[src/hw/rtl/rrr_pkg.sv]
// Shared types and constants for the round-robin ready ring.
// No dependencies; used by the cell, the controller, the top level and the checker.
package rrr_pkg;

    localparam int MAX_THREADS = 16;
    localparam int ID_BITS     = 8;
    localparam int THREAD_ID_W = 8;
    localparam int SLOT_BITS   = $clog2(MAX_THREADS);
    localparam int CNT_BITS    = $clog2(MAX_THREADS + 1);

    typedef enum logic [1:0] {
        OP_ADMIT  = 2'd0,
        OP_REMOVE = 2'd1,
        OP_NEXT   = 2'd2,
        OP_SET    = 2'd3
    } t_op;

    typedef enum logic [1:0] {
        ST_OK      = 2'd0,
        ST_EMPTY   = 2'd1,
        ST_FULL    = 2'd2,
        ST_MISSING = 2'd3
    } t_status;

    // Command that every cell of the chain carries out
    typedef enum logic [1:0] {
        CELL_HOLD   = 2'd0,
        CELL_ROTATE = 2'd1,
        CELL_DROP   = 2'd2,
        CELL_WRITE  = 2'd3
    } t_cell_cmd;

    typedef struct packed {
        t_cell_cmd          cmd;
        logic [ID_BITS-1:0] wr_id;
    } t_cell_ctl;

    // What the controller sees of the ring: the active entry
    typedef struct packed {
        logic [ID_BITS-1:0] head_id;
        logic               head_valid;
    } t_ring_view;

endpackage

[src/hw/rtl/rrr_cell.sv]
// One position of the ring chain: holds an id and an occupied flag.
// Depends on rrr_pkg for widths and the command encoding.
module rrr_cell (
    input  logic                        i_clk,
    input  logic                        i_rst_n,
    input  rrr_pkg::t_cell_ctl          i_ctl,
    input  logic                        i_sel,
    input  logic [rrr_pkg::ID_BITS-1:0] i_head_id,
    input  logic [rrr_pkg::ID_BITS-1:0] i_right_id,
    input  logic                        i_right_valid,
    output logic [rrr_pkg::ID_BITS-1:0] o_id,
    output logic                        o_valid
);

    logic [rrr_pkg::ID_BITS-1:0] r_id;
    logic                        r_valid;

    // Occupied flag: set on write into the first free position, pulled left on drop
    always_ff @(posedge i_clk) begin
        if (!i_rst_n) begin
            r_valid <= 1'b0;
        end else begin
            case (i_ctl.cmd)
                rrr_pkg::CELL_DROP:  r_valid <= i_right_valid;
                rrr_pkg::CELL_WRITE: if (i_sel) r_valid <= 1'b1;
                default:             r_valid <= r_valid;
            endcase
        end
    end

    // Id: rotate takes the neighbor, or the head at the tail of the ring
    always_ff @(posedge i_clk) begin
        case (i_ctl.cmd)
            rrr_pkg::CELL_ROTATE: begin
                if (r_valid) r_id <= i_right_valid ? i_right_id : i_head_id;
            end
            rrr_pkg::CELL_DROP:  r_id <= i_right_id;
            rrr_pkg::CELL_WRITE: if (i_sel) r_id <= i_ctl.wr_id;
            default:             r_id <= r_id;
        endcase
    end

    assign o_id    = r_id;
    assign o_valid = r_valid;

endmodule

[src/hw/rtl/rrr_ctrl.sv]
// Sequencer for the ring: decodes a word, steps the cell chain, builds the result.
// Depends on rrr_pkg for types, codes and widths.
module rrr_ctrl (
    input  logic                            i_clk,
    input  logic                            i_rst_n,
    input  logic                            i_in_valid,
    output logic                            o_in_ready,
    input  logic [1:0]                      i_op,
    input  logic [rrr_pkg::THREAD_ID_W-1:0] i_thread_id,
    input  rrr_pkg::t_ring_view             i_view,
    output rrr_pkg::t_cell_ctl              o_ctl,
    output logic [rrr_pkg::CNT_BITS-1:0]    o_count,
    output logic                            o_out_valid,
    input  logic                            i_out_ready,
    output logic [rrr_pkg::THREAD_ID_W-1:0] o_active_id,
    output logic                            o_active_valid,
    output logic [4:0]                      o_thread_count,
    output logic [1:0]                      o_status
);

    typedef enum logic [4:0] {
        S_IDLE = 5'b00001,
        S_EXEC = 5'b00010,
        S_SCAN = 5'b00100,
        S_FIX  = 5'b01000,
        S_DONE = 5'b10000
    } t_fsm;

    t_fsm                            r_state, n_state;
    rrr_pkg::t_op                    r_op, n_op;
    logic [rrr_pkg::ID_BITS-1:0]     r_key, n_key;
    logic [rrr_pkg::CNT_BITS-1:0]    r_count, n_count;
    logic [rrr_pkg::SLOT_BITS-1:0]   r_step, n_step;
    rrr_pkg::t_status                r_status, n_status;
    logic                            r_out_valid, n_out_valid;
    logic [rrr_pkg::THREAD_ID_W-1:0] r_out_id, n_out_id;
    logic                            r_out_act, n_out_act;
    logic [4:0]                      r_out_cnt, n_out_cnt;
    logic [1:0]                      r_out_st, n_out_st;
    logic [rrr_pkg::CNT_BITS-1:0]    w_left;
    logic                            w_hit;

    // Rotations still needed after a drop to bring the old head back to the front
    assign w_left = r_count - rrr_pkg::CNT_BITS'(1) - rrr_pkg::CNT_BITS'(r_step);
    assign w_hit  = i_view.head_valid && (i_view.head_id == r_key);

    always_comb begin
        n_state     = r_state;
        n_op        = r_op;
        n_key       = r_key;
        n_count     = r_count;
        n_step      = r_step;
        n_status    = r_status;
        n_out_valid = r_out_valid && !i_out_ready;
        n_out_id    = r_out_id;
        n_out_act   = r_out_act;
        n_out_cnt   = r_out_cnt;
        n_out_st    = r_out_st;
        o_ctl.cmd   = rrr_pkg::CELL_HOLD;
        o_ctl.wr_id = r_key;
        case (r_state)
            S_IDLE: begin
                // Latch the incoming word
                if (i_in_valid) begin
                    n_op    = rrr_pkg::t_op'(i_op);
                    n_key   = i_thread_id[rrr_pkg::ID_BITS-1:0];
                    n_state = S_EXEC;
                end
            end
            S_EXEC: begin
                n_status = rrr_pkg::ST_OK;
                n_state  = S_DONE;
                case (r_op)
                    rrr_pkg::OP_ADMIT: begin
                        // Append at the tail, just behind the active entry
                        if (r_count == rrr_pkg::CNT_BITS'(rrr_pkg::MAX_THREADS)) begin
                            n_status = rrr_pkg::ST_FULL;
                        end else begin
                            o_ctl.cmd = rrr_pkg::CELL_WRITE;
                            n_count   = r_count + rrr_pkg::CNT_BITS'(1);
                        end
                    end
                    rrr_pkg::OP_NEXT: begin
                        if (r_count == '0) begin
                            n_status = rrr_pkg::ST_EMPTY;
                        end else begin
                            o_ctl.cmd = rrr_pkg::CELL_ROTATE;
                        end
                    end
                    default: begin
                        // Remove and set-active search the ring from the head
                        if (r_count == '0) begin
                            n_status = rrr_pkg::ST_MISSING;
                        end else begin
                            n_step  = '0;
                            n_state = S_SCAN;
                        end
                    end
                endcase
            end
            S_SCAN: begin
                if (w_hit) begin
                    n_state = S_DONE;
                    if (r_op == rrr_pkg::OP_REMOVE) begin
                        // Drop the match; its successor moves to the front
                        o_ctl.cmd = rrr_pkg::CELL_DROP;
                        n_count   = r_count - rrr_pkg::CNT_BITS'(1);
                        if (r_step != '0 && w_left != '0) begin
                            n_step  = rrr_pkg::SLOT_BITS'(w_left);
                            n_state = S_FIX;
                        end
                    end
                end else begin
                    // Advance one position; a full turn without a match restores the ring
                    o_ctl.cmd = rrr_pkg::CELL_ROTATE;
                    if (rrr_pkg::CNT_BITS'(r_step) + rrr_pkg::CNT_BITS'(1) == r_count) begin
                        n_status = rrr_pkg::ST_MISSING;
                        n_state  = S_DONE;
                    end else begin
                        n_step = r_step + rrr_pkg::SLOT_BITS'(1);
                    end
                end
            end
            S_FIX: begin
                o_ctl.cmd = rrr_pkg::CELL_ROTATE;
                n_step    = r_step - rrr_pkg::SLOT_BITS'(1);
                if (r_step == rrr_pkg::SLOT_BITS'(1)) n_state = S_DONE;
            end
            S_DONE: begin
                // Load the result register once it is free
                if (!r_out_valid || i_out_ready) begin
                    n_out_valid = 1'b1;
                    n_out_act   = i_view.head_valid;
                    n_out_id    = i_view.head_valid
                                ? rrr_pkg::THREAD_ID_W'(i_view.head_id)
                                : '0;
                    n_out_cnt   = 5'(r_count);
                    n_out_st    = r_status;
                    n_state     = S_IDLE;
                end
            end
            default: n_state = S_IDLE;
        endcase
    end

    // Control state
    always_ff @(posedge i_clk) begin
        if (!i_rst_n) begin
            r_state     <= S_IDLE;
            r_count     <= '0;
            r_out_valid <= 1'b0;
        end else begin
            r_state     <= n_state;
            r_count     <= n_count;
            r_out_valid <= n_out_valid;
        end
    end

    // Work and result payload
    always_ff @(posedge i_clk) begin
        r_op      <= n_op;
        r_key     <= n_key;
        r_step    <= n_step;
        r_status  <= n_status;
        r_out_id  <= n_out_id;
        r_out_act <= n_out_act;
        r_out_cnt <= n_out_cnt;
        r_out_st  <= n_out_st;
    end

    assign o_in_ready     = (r_state == S_IDLE);
    assign o_count        = r_count;
    assign o_out_valid    = r_out_valid;
    assign o_active_id    = r_out_id;
    assign o_active_valid = r_out_act;
    assign o_thread_count = r_out_cnt;
    assign o_status       = r_out_st;

endmodule

[src/hw/rtl/round_robin_ready_ring_core.sv]
// Round-robin ready ring. The ring lives in a chain of MAX_THREADS cells kept in service
// order: cell 0 holds the active id, the following cells its successors. Admit and next
// go straight from the exec state to the done state; remove and set-active step the
// chain one position per cycle, scanning at most a full ring for the id. A word is taken
// only while no item is in work; a finished result waits in its output register without
// blocking the next word.
module round_robin_ready_ring_core (
    input  logic                            i_clk,
    input  logic                            i_rst_n,
    input  logic                            i_in_valid,
    output logic                            o_in_ready,
    input  logic [1:0]                      i_op,
    input  logic [rrr_pkg::THREAD_ID_W-1:0] i_thread_id,
    output logic                            o_out_valid,
    input  logic                            i_out_ready,
    output logic [rrr_pkg::THREAD_ID_W-1:0] o_active_id,
    output logic                            o_active_valid,
    output logic [4:0]                      o_thread_count,
    output logic [1:0]                      o_status
);

    rrr_pkg::t_cell_ctl           w_ctl;
    rrr_pkg::t_ring_view          w_view;
    logic [rrr_pkg::CNT_BITS-1:0] w_count;
    logic [rrr_pkg::ID_BITS-1:0]  w_id    [rrr_pkg::MAX_THREADS];
    logic                         w_valid [rrr_pkg::MAX_THREADS];

    rrr_ctrl u_ctrl (
        .i_clk          (i_clk),
        .i_rst_n        (i_rst_n),
        .i_in_valid     (i_in_valid),
        .o_in_ready     (o_in_ready),
        .i_op           (i_op),
        .i_thread_id    (i_thread_id),
        .i_view         (w_view),
        .o_ctl          (w_ctl),
        .o_count        (w_count),
        .o_out_valid    (o_out_valid),
        .i_out_ready    (i_out_ready),
        .o_active_id    (o_active_id),
        .o_active_valid (o_active_valid),
        .o_thread_count (o_thread_count),
        .o_status       (o_status)
    );

    // Chain of cells; each one reads its right neighbor, the last reads an empty slot
    for (genvar i = 0; i < rrr_pkg::MAX_THREADS; i++) begin : g_cell
        logic [rrr_pkg::ID_BITS-1:0] w_right_id;
        logic                        w_right_valid;

        if (i < rrr_pkg::MAX_THREADS - 1) begin : g_mid
            assign w_right_id    = w_id[i+1];
            assign w_right_valid = w_valid[i+1];
        end else begin : g_end
            assign w_right_id    = '0;
            assign w_right_valid = 1'b0;
        end

        rrr_cell u_cell (
            .i_clk         (i_clk),
            .i_rst_n       (i_rst_n),
            .i_ctl         (w_ctl),
            .i_sel         (w_count == rrr_pkg::CNT_BITS'(i)),
            .i_head_id     (w_id[0]),
            .i_right_id    (w_right_id),
            .i_right_valid (w_right_valid),
            .o_id          (w_id[i]),
            .o_valid       (w_valid[i])
        );
    end

    assign w_view.head_id    = w_id[0];
    assign w_view.head_valid = w_valid[0];

endmodule

[config.mk]
export PLATFORM = sky130hd
export DESIGN_NAME = round_robin_ready_ring_core
export DESIGN_NICKNAME = d
export VERILOG_FILES = /design/src/hw/rtl/rrr_pkg.sv /design/src/hw/rtl/rrr_cell.sv /design/src/hw/rtl/rrr_ctrl.sv /design/src/hw/rtl/round_robin_ready_ring_core.sv
export SDC_FILE = /design/constraint.sdc
export NUM_CORES = 1
export LEC_CHECK = 0
export BUFFER_PORTS_ARGS = -buffer_cell sky130_fd_sc_hd__buf_2
export CORE_ASPECT_RATIO = 1.5
export CORE_UTILIZATION = 35
export DETAILED_ROUTE_END_ITERATION = 12
export GPL_TIMING_DRIVEN = 0
export PLACE_DENSITY = 0.58
export SLEW_MARGIN = 20
export SYNTH_ARGS = -nofsm -noshare
export SYNTH_HDL_FRONTEND = slang
export SYNTH_SLANG_ARGS = --single-unit
[constraint.sdc]
create_clock -name i_clk -period 3.01 [get_ports i_clk]
set_input_delay 0.301 -clock i_clk [delete_from_list [all_inputs] [get_ports i_clk]]
set_output_delay 0.301 -clock i_clk [all_outputs]
set_load 0.005 [all_outputs]
==> impl_summary.txt, run 1 <==
----------------------------------------------------
[Status]
  Run status ... finished, final reports clean

[Route]
  TritonRoute pass-1 iters ... 5
  DRC violation count after routing ... 0
  Initial detailed-routing violation count ... between 500 and 600
  Final routed wire length divided by cell count ... between 20 and 25 microns
  Post-Route WL ... between 20 and 30 mm
  Number of vias per cell after detailed routing ... 5.49
  Antenna-violating nets left ... 0
  Number of vias after detailed routing ... roughly 6600

[Worst setup path]
  Critical path buffers and inverters ... 0
  CP delay by family, top ... simple AND/OR/NAND/NOR gates
  Delay contributed by the slowest stage of the critical path ... approximately 640 ps
  Crit path arrival time ... about 3000 ps
  Critical-path cell with the highest stage delay ... nor3_2
  Reg-to-Reg Start ... g_cell[0].u_cell.o_id[2]
  Kind of start point of the critical path ... flip-flop
  Data required time of the worst path ... just over 3000 ps
  Kind of critical path ... flip-flop to flip-flop
  Sequence of cells on the critical path ... xor2_1 > nor4_2 > nand4_1 > nand2_2 > nor2_1 > nor3_2
  Crit Reg-Reg Endpoint ... g_cell[1].u_cell.o_id[4]
  Crit path max fanout ... 9
  Worst R2R Setup Slack ... about 140 ps
  R2R cell count ... 6
  CP Capture Type ... flip-flop

[Yosys]
  Number of nets in the synthesized netlist ... roughly 830
  Unique masters post-synth ... 53
  Post-Syn Area ... 8890 sq um
  Instance count of the mapped netlist ... a little over 800
  Yosys top cell area share ... 0.541
  Warnings from Yosys ... 0
  Synth top cells by count ... nand2_1, edfxtp_1, o211ai_1, nor2_1, o21ai_0
  Most area-hungry cell type in the Yosys netlist ... edfxtp_1
  Fraction of registers with async set or reset after synthesis ... 0
  Synthesized area per cell ... about 11 sq um
  Count of state elements after synthesis ... ~190
  Cell with the most instances after synthesis ... nand2_1
  Share of synthesized area occupied by flip-flops and latches ... 0.602
  Number of enable-type register cells in the synthesized netlist ... 160
  Synth top area cells ... edfxtp_1, nand2_1, o211ai_1, dfxtp_1, o211ai_2
  Primary FF master, synth ... edfxtp_1

[Timing]
  Total count of hold-check failures in the final report ... 0
  Worst slew margin ... 0.491
  Worst Max-Slew Pin Slew ... between 700 and 800 ps
  Final Cycle Share ... 0.955
  Setup clock skew after layout ... around 9.1 ps
  Hold Slack ... 31.4 ps
  Max-slew violations ... 0
  Final setup fails ... 0
  Upper clock frequency limit ... between 0.3 and 0.4 GHz
  Sum of negative setup slack ... 0 ps
  Unrepaired setup endpoints after global routing ... true
  Shortest clock period the worst path allows after layout ... between 2000 and 3000 ps

[Floorplanning]
  Area of the core ... 25100 sq um
  Number of cell rows ... 71
  Die width ... between 100 and 150 microns
  Die ar. ... between 20000 and 30000 sq um
  Starting utilization of the core area ... 0.355
  Height of the die ... 197 microns
  Ports placed on the boundary ... 32

[Global routing]
  Total global-route track usage ... 0.202
  Maximum number of pins on one net before global-route repair ... 17
  Sum of overflow across all layers after global routing ... 0
  Number of antenna violations at the first check in global routing ... 0
  First-pass GRT wire length ... between 30 and 40 mm
  Number of global-route vias before repair ... 6574

[Finish]
  Post-route standard cell area excluding fillers ... roughly 10000 sq um
  Fraction of layout instances using a drive strength above 1 ... 0.161
  Final-layout fill cell count ... between 2000 and 2500
  Antenna cell count ... 0
  Final design utilization ... 0.406
  Total area of multi-input combinational cells ... roughly 3400 sq um
  Area added between synthesis and finish ... 14.6%
  Sequential cell area ... approximately 5300 sq um
  Number of standard cells in the final layout excluding fillers ... 1199
  Final-stage net count ... 887

[Clock network]
  Hold bufs inserted after CTS ... 0
  Level count of the clock H-tree ... 4
  Clock Path Buffers ... 2
  Number of sinks driven by the clock tree ... about 190
  Clock-pin transition on the worst setup and hold timing paths ... roughly 70 ps
  Number of buffers created by CTS ... 17
  Clock network latency to the later pin of the worst-skew pair ... roughly 440 ps
  CTS root buffer ... clkbuf_16
  TritonCTS clock tree ... done

[Power and ir drop]
  Leakage power of the design ... approximately 3.4 nW
  Power per cell area ... around 530 nW/um^2
  Worst IR drop on VDD ... between 0.3 and 0.4 mV

[Placement]
  Detailed Place HPWL ... ~18 mm
  Final Wtd Congestion ... between 0.8 and 0.9
  Cell count after placement ... roughly 1200
  IO Port Bufs ... 30
  Cell area after placement ... approximately 9500 sq um

[Min path]
  Start point of the worst min-delay path ... i_thread_id[3]
  Worst Hold Path EP ... u_ctrl.r_key[3]
  Worst hold path class ... primary input to flip-flop
  Hold Path Cell Cnt ... 1

[Job]
  # Max-Cap Violations ... 0

----------------------------------------------------
-- worst max path at each step --
| stage | from | to | slack, ps | cells past startpoint |
|---|---|---|---|---|
| after CTS | g_cell[0].u_cell.o_id[2] | g_cell[15].u_cell.o_id[7] | 20 | 7 |
| after global routing | g_cell[0].u_cell.o_id[1] | g_cell[4].u_cell.o_id[4] | -3 | 7 |
| final | g_cell[0].u_cell.o_id[2] | g_cell[1].u_cell.o_id[4] | 140 | 6 |
| after global placement | u_ctrl.o_count[0] | g_cell[3].u_cell.o_id[4] | -690 | 8 |
| after detailed placement | u_ctrl.o_count[0] | g_cell[15].u_cell.o_id[1] | -550 | 9 |
| after floorplan | u_ctrl.o_count[0] | g_cell[3].u_cell.o_id[0] | 390 | 8 |
-- worst reg2reg max path, delay by kind of cell (launching register included) --
kind / cells / cell delay (ps)
flip-flops: 1 / 480
XOR/XNOR: 1 / 190
AND/OR/NAND/NOR: 5 / 1830
-- layout make-up --
cell class	instances	share of cell area
buffer	51	0.0240
clock inverter	10	0.00786
inverter	11	0.00406
multi-input combinational	556	0.329
tap	328	0.0403
timing repair buffer	34	0.0197
sequential	187	0.525
clock buffer	22	0.0498
-- per-stage QoR --
| stage | setup WS [ps] | total power (W) |
|---|---|---|
| 3_3_place_gp | -692 | 0.00325 |
| 4_1_cts | 24.6 | 0.00546 |
| 3_5_place_dp | -551 | 0.00326 |
| 6_report | 135 | 0.00544 |
| 2_1_floorplan | 394 | 0.00315 |
| 5_1_grt | -2.60 | 0.00560 |
-- registers in the layout (all words and copies together) (netlist names), 2 cells and up --
register,cells
u_ctrl.r_status,2
u_ctrl.o_thread_count,5
g_cell.u_cell.o_valid,16
g_cell.u_cell.o_id,128
u_ctrl.r_key,8
u_ctrl.o_active_id,8
u_ctrl.r_state,5
u_ctrl.o_status,2
u_ctrl.o_count,5
u_ctrl.r_step,4
u_ctrl.r_op,2
-- what timing repair did --
action | CTS | global route
gates cloned | 0 | 0
setup buffers | 1 | 2
gates resized for setup | 17 | 8
pin swaps | 0 | 2
setup endpoints to repair | 125 | 93
-- cells by family after synthesis --
family | count (synthesis) | share of synthesized area
flip-flops | 187 | 0.602
adder cells (fa/ha/maj) | 15 | 0.0220
XOR/XNOR | 22 | 0.0217
multiplexers | 3 | 0.00338
buffers and inverters | 62 | 0.0317
AO/OA/AOI/OAI | 210 | 0.170
AND/OR/NAND/NOR | 306 | 0.150
-- layer usage --
metal | share of wire | wire [microns] | GRT usage
met1 | 0.40 | 10200 | 0.230
met2 | 0.53 | 13400 | 0.373
met3 | 0.034 | 856 | 0.0331
met4 | 0.034 | 859 | 0.0861
met5 | 0 | 0 | 0
-- placed cells by master (no fill, tap or decap), types with 4 or more instances in the layout --
master     instances
nand3_1            9
nand2b_1           5
buf_6              4
dfxtp_1           25
nor2_2             5
o21ai_0           44
nand4_1            4
xnor2_1           10
clkbuf_16         19
nor2_1            39
nor2_4             6
clkbuf_1          30
edfxtp_1         160
o211ai_1          95
o211ai_2          18
ha_1              14
a31oi_1            4
buf_2             45
clkinv_4           6
nor3_1             6
and2_1            11
a21oi_1           29
nand2_1          194
inv_1              9
xor2_1            12
-- power by group --
| group | total, W | leakage [nW] | switching, W | internal, W |
|---|---|---|---|---|
| Clock | 0.00224 | 0.293 | 0.00102 | 0.00121 |
| Combinational | 0.000335 | 1.42 | 0.000214 | 0.000121 |
| Sequential | 0.00287 | 1.68 | 0.0000337 | 0.00284 |
Note: power is estimated with default switching activity, not from simulation.
==> run 2, diff against run 1 <==
Settings changed: CTS_BUF_LIST set to sky130_fd_sc_hd__clkbuf_4.
==> impl_summary.txt, run 2 (synthesis results as in run 1) <==
----------------------------------------------------
[Global routing]
  GR met2 Demand/Resource ... 0.373 (unchanged)
  Sum of overflow across all layers after global routing ... 0 (unchanged)
  Maximum number of pins on one net before global-route repair ... 17 (unchanged)
  Met1 Usage GRT ... 0.229 (-0.000994)
  Routing usage on met3 ... 0.0375 (+0.00436)
  Number of antenna violations at the first check in global routing ... 1 (+1)
  GR peak layer ... met2
  Number of global-route vias before repair ... 6528 (-0.70%)
  Total global-route track usage ... 0.201 (-0.00173)
  First-pass GRT wire length ... 39.0 mm (-0.77%)

[Timing]
  Unrepaired setup endpoints after global routing ... true
  Worst Slack Setup Final ... 129 ps (-6.90 ps)
  Total count of hold-check failures in the final report ... 0 (unchanged)
  Shortest clock period the worst path allows after layout ... 2880 ps (+6.90 ps)
  Max-slew violations ... 0 (unchanged)
  Setup clock skew after layout ... 24.4 ps (+15.3 ps)
  Final setup fails ... 0 (unchanged)
  Final Cycle Share ... 0.957 (+0.00229)
  Upper clock frequency limit ... 0.347 GHz (-0.24%)
  Worst Max-Slew Pin Slew ... 761 ps (+1.50 ps)
  Worst slew margin ... 0.490 (-0.00101)

[Clock network]
  Clock-pin transition on the worst setup and hold timing paths ... 150 ps (+80 ps)
  Level count of the clock H-tree ... 4 (unchanged)
  Number of sinks driven by the clock tree ... 187 (unchanged)
  TritonCTS clock tree ... done
  Clock network latency to the later pin of the worst-skew pair ... 600 ps (+160 ps)
  CTS root buffer ... clkbuf_4
  Clock Path Buffers ... 2 (unchanged)
  Number of buffers created by CTS ... 17 (unchanged)

[Floorplanning]
  Height of the die ... 197 microns (unchanged)
  Area of the core ... 25100 sq um (unchanged)
  Die ar. ... 26000 sq um (unchanged)
  Die width ... 132 microns (unchanged)
  Ports placed on the boundary ... 32 (unchanged)
  Number of cell rows ... 71 (unchanged)
  Starting utilization of the core area ... 0.355 (unchanged)

[Worst setup path]
  Worst R2R Setup Slack ... 130 ps (about the same)
  Kind of start point of the critical path ... flip-flop
  Crit path arrival time ... 3120 ps (+170 ps)
  Crit path max fanout ... 9 (unchanged)
  Data required time of the worst path ... 3250 ps (+170 ps)
  CP Capture Type ... flip-flop
  Kind of critical path ... flip-flop to flip-flop
  Reg-to-Reg Start ... g_cell[0].u_cell.o_id[2]
  R2R cell count ... 6 (unchanged)
  Crit Reg-Reg Endpoint ... g_cell[1].u_cell.o_id[5]

[Power and ir drop]
  Power per cell area ... 465 nW/um^2 (-13%)
  Leakage power of the design ... 3.30 nW (-2.8%)
  Worst IR drop on VDD ... 0.217 mV (-45%)

[Finish]
  Fraction of layout instances using a drive strength above 1 ... 0.158 (-0.00296)
  Post-route standard cell area excluding fillers ... 9980 sq um (-2.0%)
  Final-stage net count ... 897 (+1.1%)
  Final design utilization ... 0.398 (-0.00804)
  Max reg flops ... 128 (unchanged)
  Area added between synthesis and finish ... 12.3%
  Leading cell types in the layout, fill and taps excluded ... nand2_1, edfxtp_1, o211ai_1
  Commonest non-fill, non-tap cell in the layout ... nand2_1

[Min path]
  Start point of the worst min-delay path ... i_out_ready
  Worst Hold Path EP ... u_ctrl.o_out_valid
  Worst hold path class ... primary input to flip-flop
  Hold Path Cell Cnt ... 3 (+2)

[Status]
  Run status ... finished, final reports clean

[Route]
  DRC violation count after routing ... 0 (unchanged)
  Final routed wire length divided by cell count ... 20.8 microns (-1.3%)
  Initial detailed-routing violation count ... 522 (-5.9%)
  TritonRoute pass-1 iters ... 5 (unchanged)
  Post-Route WL ... 25.2 mm (-0.41%)
  Number of vias per cell after detailed routing ... 5.40 (-1.5%)
  Number of vias after detailed routing ... 6538 (-0.64%)
  Antenna-violating nets left ... 0 (unchanged)

[Placement]
  Detailed Place HPWL ... 18.5 mm (unchanged)
  Worst slack at placement ... -551 ps (unchanged)
  IO Port Bufs ... 30 (unchanged)
  Cell area after placement ... 9480 sq um (unchanged)
  Final Wtd Congestion ... 0.869 (unchanged)

[Job]
  # Max-Cap Violations ... 0 (unchanged)

----------------------------------------------------
## run 2: cell types whose count changed in the layout (fill, tap and decap cells not counted), moves of 2 or more
cell and delta:
clkbuf_4 +18, dlygate4sd3_1 +10, clkbuf_16 -19, clkinv_1 +2, bufinv_16 +2, clkbuf_8 -2
## run 2: critical path, stage by stage (launching register included)
cell	delay (ps)
edfxtp_1	510
xor2_1	190
nor4_2	370
nand4_1	360
nand2_2	320
nor2_1	130
nor3_2	640
## run 2: what timing repair did
action / in CTS / in global routing
gates resized for setup: 18 / 7
setup buffers: 1 / 2
pin swaps: 0 / 2
hold endpoints to repair: 10 / 0
hold buffers: 10 / 0
setup endpoints to repair: 125 / 98
gates cloned: 0 / 0
## run 2: where the power goes
part,internal [W],switching [W]
registers,0.00284,0.0000335
logic,0.000130,0.000215
clock network,0.000507,0.000911
total,0.00348,0.00116
## run 2: stage by stage
stage          power [W]  hold WS [ps]  std cells  setup TNS (ps)
5_1_grt          0.00479          35.7       1210           -2.16
3_5_place_dp     0.00326           423       1164          -32690
3_3_place_gp     0.00325           437       1163          -36350
2_1_floorplan    0.00315           400        805               0
6_report         0.00464          53.5       1210               0
4_1_cts          0.00467         0.833       1207           -9.37
## run 2: layout make-up
cell class | instances | area (sq um)
fill | 2492 | 15100
sequential | 187 | 5350
multi-input combinational | 556 | 3350
tap | 328 | 410
timing repair buffer | 44 | 300
buffer | 51 | 244
clock inverter | 14 | 148
clock buffer | 18 | 135
inverter | 11 | 41.3
antenna | 1 | 2.50
## run 2: worst max path at each step
stage | startpoint | endpoint | slack, ps | cells past startpoint
2_1_floorplan | u_ctrl.o_count[0] | g_cell[3].u_cell.o_id[0] | 390 | 8
6_report | g_cell[0].u_cell.o_id[2] | g_cell[1].u_cell.o_id[5] | 130 | 6
3_3_place_gp | u_ctrl.o_count[0] | g_cell[3].u_cell.o_id[4] | -690 | 8
3_5_place_dp | u_ctrl.o_count[0] | g_cell[15].u_cell.o_id[1] | -550 | 9
5_1_grt | g_cell[0].u_cell.o_id[1] | g_cell[4].u_cell.o_id[4] | -0.7 | 7
4_1_cts | g_cell[0].u_cell.o_id[2] | g_cell[13].u_cell.o_id[2] | -3 | 8
## run 2: routing by layer
| metal | vias up | share of wire |
|---|---|---|
| met1 | 3238 | 0.40 |
| met2 | 176 | 0.54 |
| met4 | 0 | 0.021 |
| li1 | 3089 | - |
| met3 | 35 | 0.038 |
| met5 | - | 0 |
==> run 3, diff against run 2 <==
Settings changed: CORE_MARGIN set to 4.
==> impl_summary.txt, run 3 (synthesis results as in run 1) <==
----------------------------------------------------
[Global routing]
  Number of global-route vias before repair ... 6590 (+0.95%)
  First-pass GRT wire length ... 38.6 mm (-1.1%)
  Maximum number of pins on one net before global-route repair ... 18 (+1)
  Number of antenna violations at the first check in global routing ... 1 (unchanged)
  Sum of overflow across all layers after global routing ... 0 (unchanged)
  Total global-route track usage ... 0.177 (-0.0233)

[Clock network]
  Level count of the clock H-tree ... 4 (unchanged)
  Clock network latency to the later pin of the worst-skew pair ... 600 ps (about the same)
  Clock-pin transition on the worst setup and hold timing paths ... 160 ps (about the same)
  Number of buffers created by CTS ... 17 (unchanged)
  CTS root buffer ... clkbuf_4
  Clock Path Buffers ... 2 (unchanged)
  TritonCTS clock tree ... done
  Number of sinks driven by the clock tree ... 187 (unchanged)

[Route]
  Antenna-violating nets left ... 0 (unchanged)
  TritonRoute pass-1 iters ... 5 (unchanged)
  Number of vias per cell after detailed routing ... 5.38 (-0.38%)
  DRC violation count after routing ... 0 (unchanged)
  Post-Route WL ... 24.8 mm (-1.8%)
  Initial detailed-routing violation count ... 622 (+19%)
  Number of vias after detailed routing ... 6524 (-0.21%)
  Final routed wire length divided by cell count ... 20.4 microns (-2.0%)

[Status]
  Run status ... finished, final reports clean

[Worst setup path]
  CP Capture Type ... flip-flop
  Kind of start point of the critical path ... flip-flop
  Reg-to-Reg Start ... u_ctrl.o_count[0]
  Kind of critical path ... flip-flop to flip-flop
  Data required time of the worst path ... 3290 ps (+40 ps)
  Crit path max fanout ... 10 (+1)
  R2R cell count ... 8 (+2)
  Crit path arrival time ... 3120 ps (about the same)
  Crit Reg-Reg Endpoint ... g_cell[14].u_cell.o_id[3]
  Worst R2R Setup Slack ... 170 ps (+40 ps)

[Floorplanning]
  Area of the core ... 25100 sq um (unchanged)
  Ports placed on the boundary ... 32 (unchanged)
  Starting utilization of the core area ... 0.355 (unchanged)
  Number of cell rows ... 71 (unchanged)
  Height of the die ... 203 microns (+3.0%)
  Die width ... 138 microns (+4.5%)
  Die ar. ... 28100 sq um (+7.7%)

[Timing]
  Max-slew violations ... 0 (unchanged)
  Worst slew margin ... 0.478 (-0.0118)
  Shortest clock period the worst path allows after layout ... 2840 ps (-40.7 ps)
  Total count of hold-check failures in the final report ... 0 (unchanged)
  Upper clock frequency limit ... 0.352 GHz (+1.4%)
  Final Cycle Share ... 0.944 (-0.0135)
  Worst Max-Slew Pin Slew ... 783 ps (+21.9 ps)
  Worst Slack Setup Final ... 169 ps (+40.7 ps)
  Setup clock skew after layout ... 31.5 ps (+7.11 ps)
  Unrepaired setup endpoints after global routing ... false
  Final setup fails ... 0 (unchanged)

[Power and ir drop]
  Power dissipated by switching net loads ... 0.00119 W (+2.7%)
  Comb power frac ... 0.074 (about the same)
  Fraction of power consumed by sequential logic ... 0.613 (-0.007)
  Worst IR drop on VDD ... 0.206 mV (-5.2%)
  Internal power ... 0.00349 W (+0.47%)
  Clock power share ... 0.313 (+0.007)
  Share of total power consumed by net switching ... 0.254 (+0.00405)
  Leakage power of the design ... 3.30 nW (+0.15%)
  Power per cell area ... 468 nW/um^2 (+0.70%)

[Finish]
  Fraction of layout instances using a drive strength above 1 ... 0.163 (+0.00549)
  Number of standard cells in the final layout excluding fillers ... 1212 (+0.17%)
  Leading cell types in the layout, fill and taps excluded ... nand2_1, edfxtp_1, o211ai_1
  Final-stage net count ... 898 (+0.11%)
  Area added between synthesis and finish ... 12.7%
  Final-layout fill cell count ... 2434 (-2.3%)
  Commonest non-fill, non-tap cell in the layout ... nand2_1
  Sequential cell area ... 5350 sq um (unchanged)
  Max reg flops ... 128 (unchanged)
  Total area of multi-input combinational cells ... 3370 sq um (+0.52%)

[Min path]
  Worst hold path class ... primary input to flip-flop
  Start point of the worst min-delay path ... i_in_valid
  Hold Path Cell Cnt ... 3 (unchanged)
  Worst Hold Path EP ... u_ctrl.r_state[0]

[Placement]
  Detailed Place HPWL ... 18.4 mm (-0.19%)
  Worst slack at placement ... -638 ps (-87.3 ps)
  Cell count after placement ... 1164 (unchanged)
  Final Wtd Congestion ... 0.872 (+0.30%)
  IO Port Bufs ... 30 (unchanged)

[Job]
  # Max-Cap Violations ... 0 (unchanged)

----------------------------------------------------
[run 3: cell types whose count changed in the layout (fill, tap and decap cells not counted), sizes merged]
| cell | before | now |
|---|---|---|
| dlygate4sd3 | 10 | 11 |
| clkinvlp | 0 | 2 |
| diode | 1 | 2 |
| inv | 12 | 16 |
| clkinv | 11 | 5 |
[run 3: how the worst max path moves through the flow]
stage / from / to / slack (ps) / depth (start not counted)
after floorplan: u_ctrl.o_count[0] / g_cell[3].u_cell.o_id[0] / 390 / 8
after global placement: u_ctrl.o_count[0] / g_cell[3].u_cell.o_id[4] / -660 / 8
after detailed placement: u_ctrl.o_count[0] / g_cell[3].u_cell.o_id[5] / -640 / 8
after CTS: u_ctrl.o_count[0] / g_cell[2].u_cell.o_id[7] / 5 / 7
after global routing: g_cell[0].u_cell.o_id[2] / g_cell[14].u_cell.o_id[3] / 4 / 7
final: u_ctrl.o_count[0] / g_cell[14].u_cell.o_id[3] / 170 / 8
[run 3: critical path, cell delays in order (launching register included)]
cell and delay [ps]:
dfxtp_2 410, inv_1 160, ha_1 270, nand4bb_1 170, nand2_1 140, nor2_4 70, nand2_1 390, clkbuf_1 650
o211ai_1 260
[run 3: layout make-up]
type,instances,share of cell area
repair buffers,45,0.0297
well taps,328,0.0410
clock inverters,14,0.0159
clock buffers,18,0.0135
multi-input cells,556,0.337
diodes,2,0.000500
inverters,11,0.00412
flip-flops and latches,187,0.534
plain buffers,51,0.0246
[run 3: power by group through the flow]
stage	Clock, W	Sequential (W)	Combinational [W]
3_5_place_dp	0	0.00293	0.000327
2_1_floorplan	0	0.00292	0.000234
5_1_grt	0.00159	0.00288	0.000385
4_1_cts	0.00150	0.00287	0.000345
3_3_place_gp	0	0.00293	0.000323
6_report	0.00147	0.00287	0.000346
[run 3: routing by layer]
metal	vias to the layer above	wire length [microns]	global-route usage
met1	3198	9680	0.207
met2	184	13000	0.319
met4	0	1000	0.0816
li1	3089	-	-
met5	-	0	0
met3	53	1100	0.0298
[run 3: what timing repair did]
item / CTS / global route
gates resized for setup: 16 / 18
endpoints found under the hold margin: 11 / 0
pin swaps: 0 / 1
buffers inserted: 2 / 1
endpoints found under the setup margin: 125 / 203
hold buffers: 11 / 0
[run 3: per-stage QoR]
step           hold slack [ps]  cell area [sq um]  TNS [ps]  utilization  total power, W
6_report                   142              10000         0        0.400         0.00468
5_1_grt                    154              10000         0        0.400         0.00485
4_1_cts                   81.6               9950         0        0.397         0.00471
3_5_place_dp               419               9470    -31320        0.378         0.00326
3_3_place_gp               434               9450    -39340        0.377         0.00325
2_1_floorplan              400               8890         0            -         0.00315
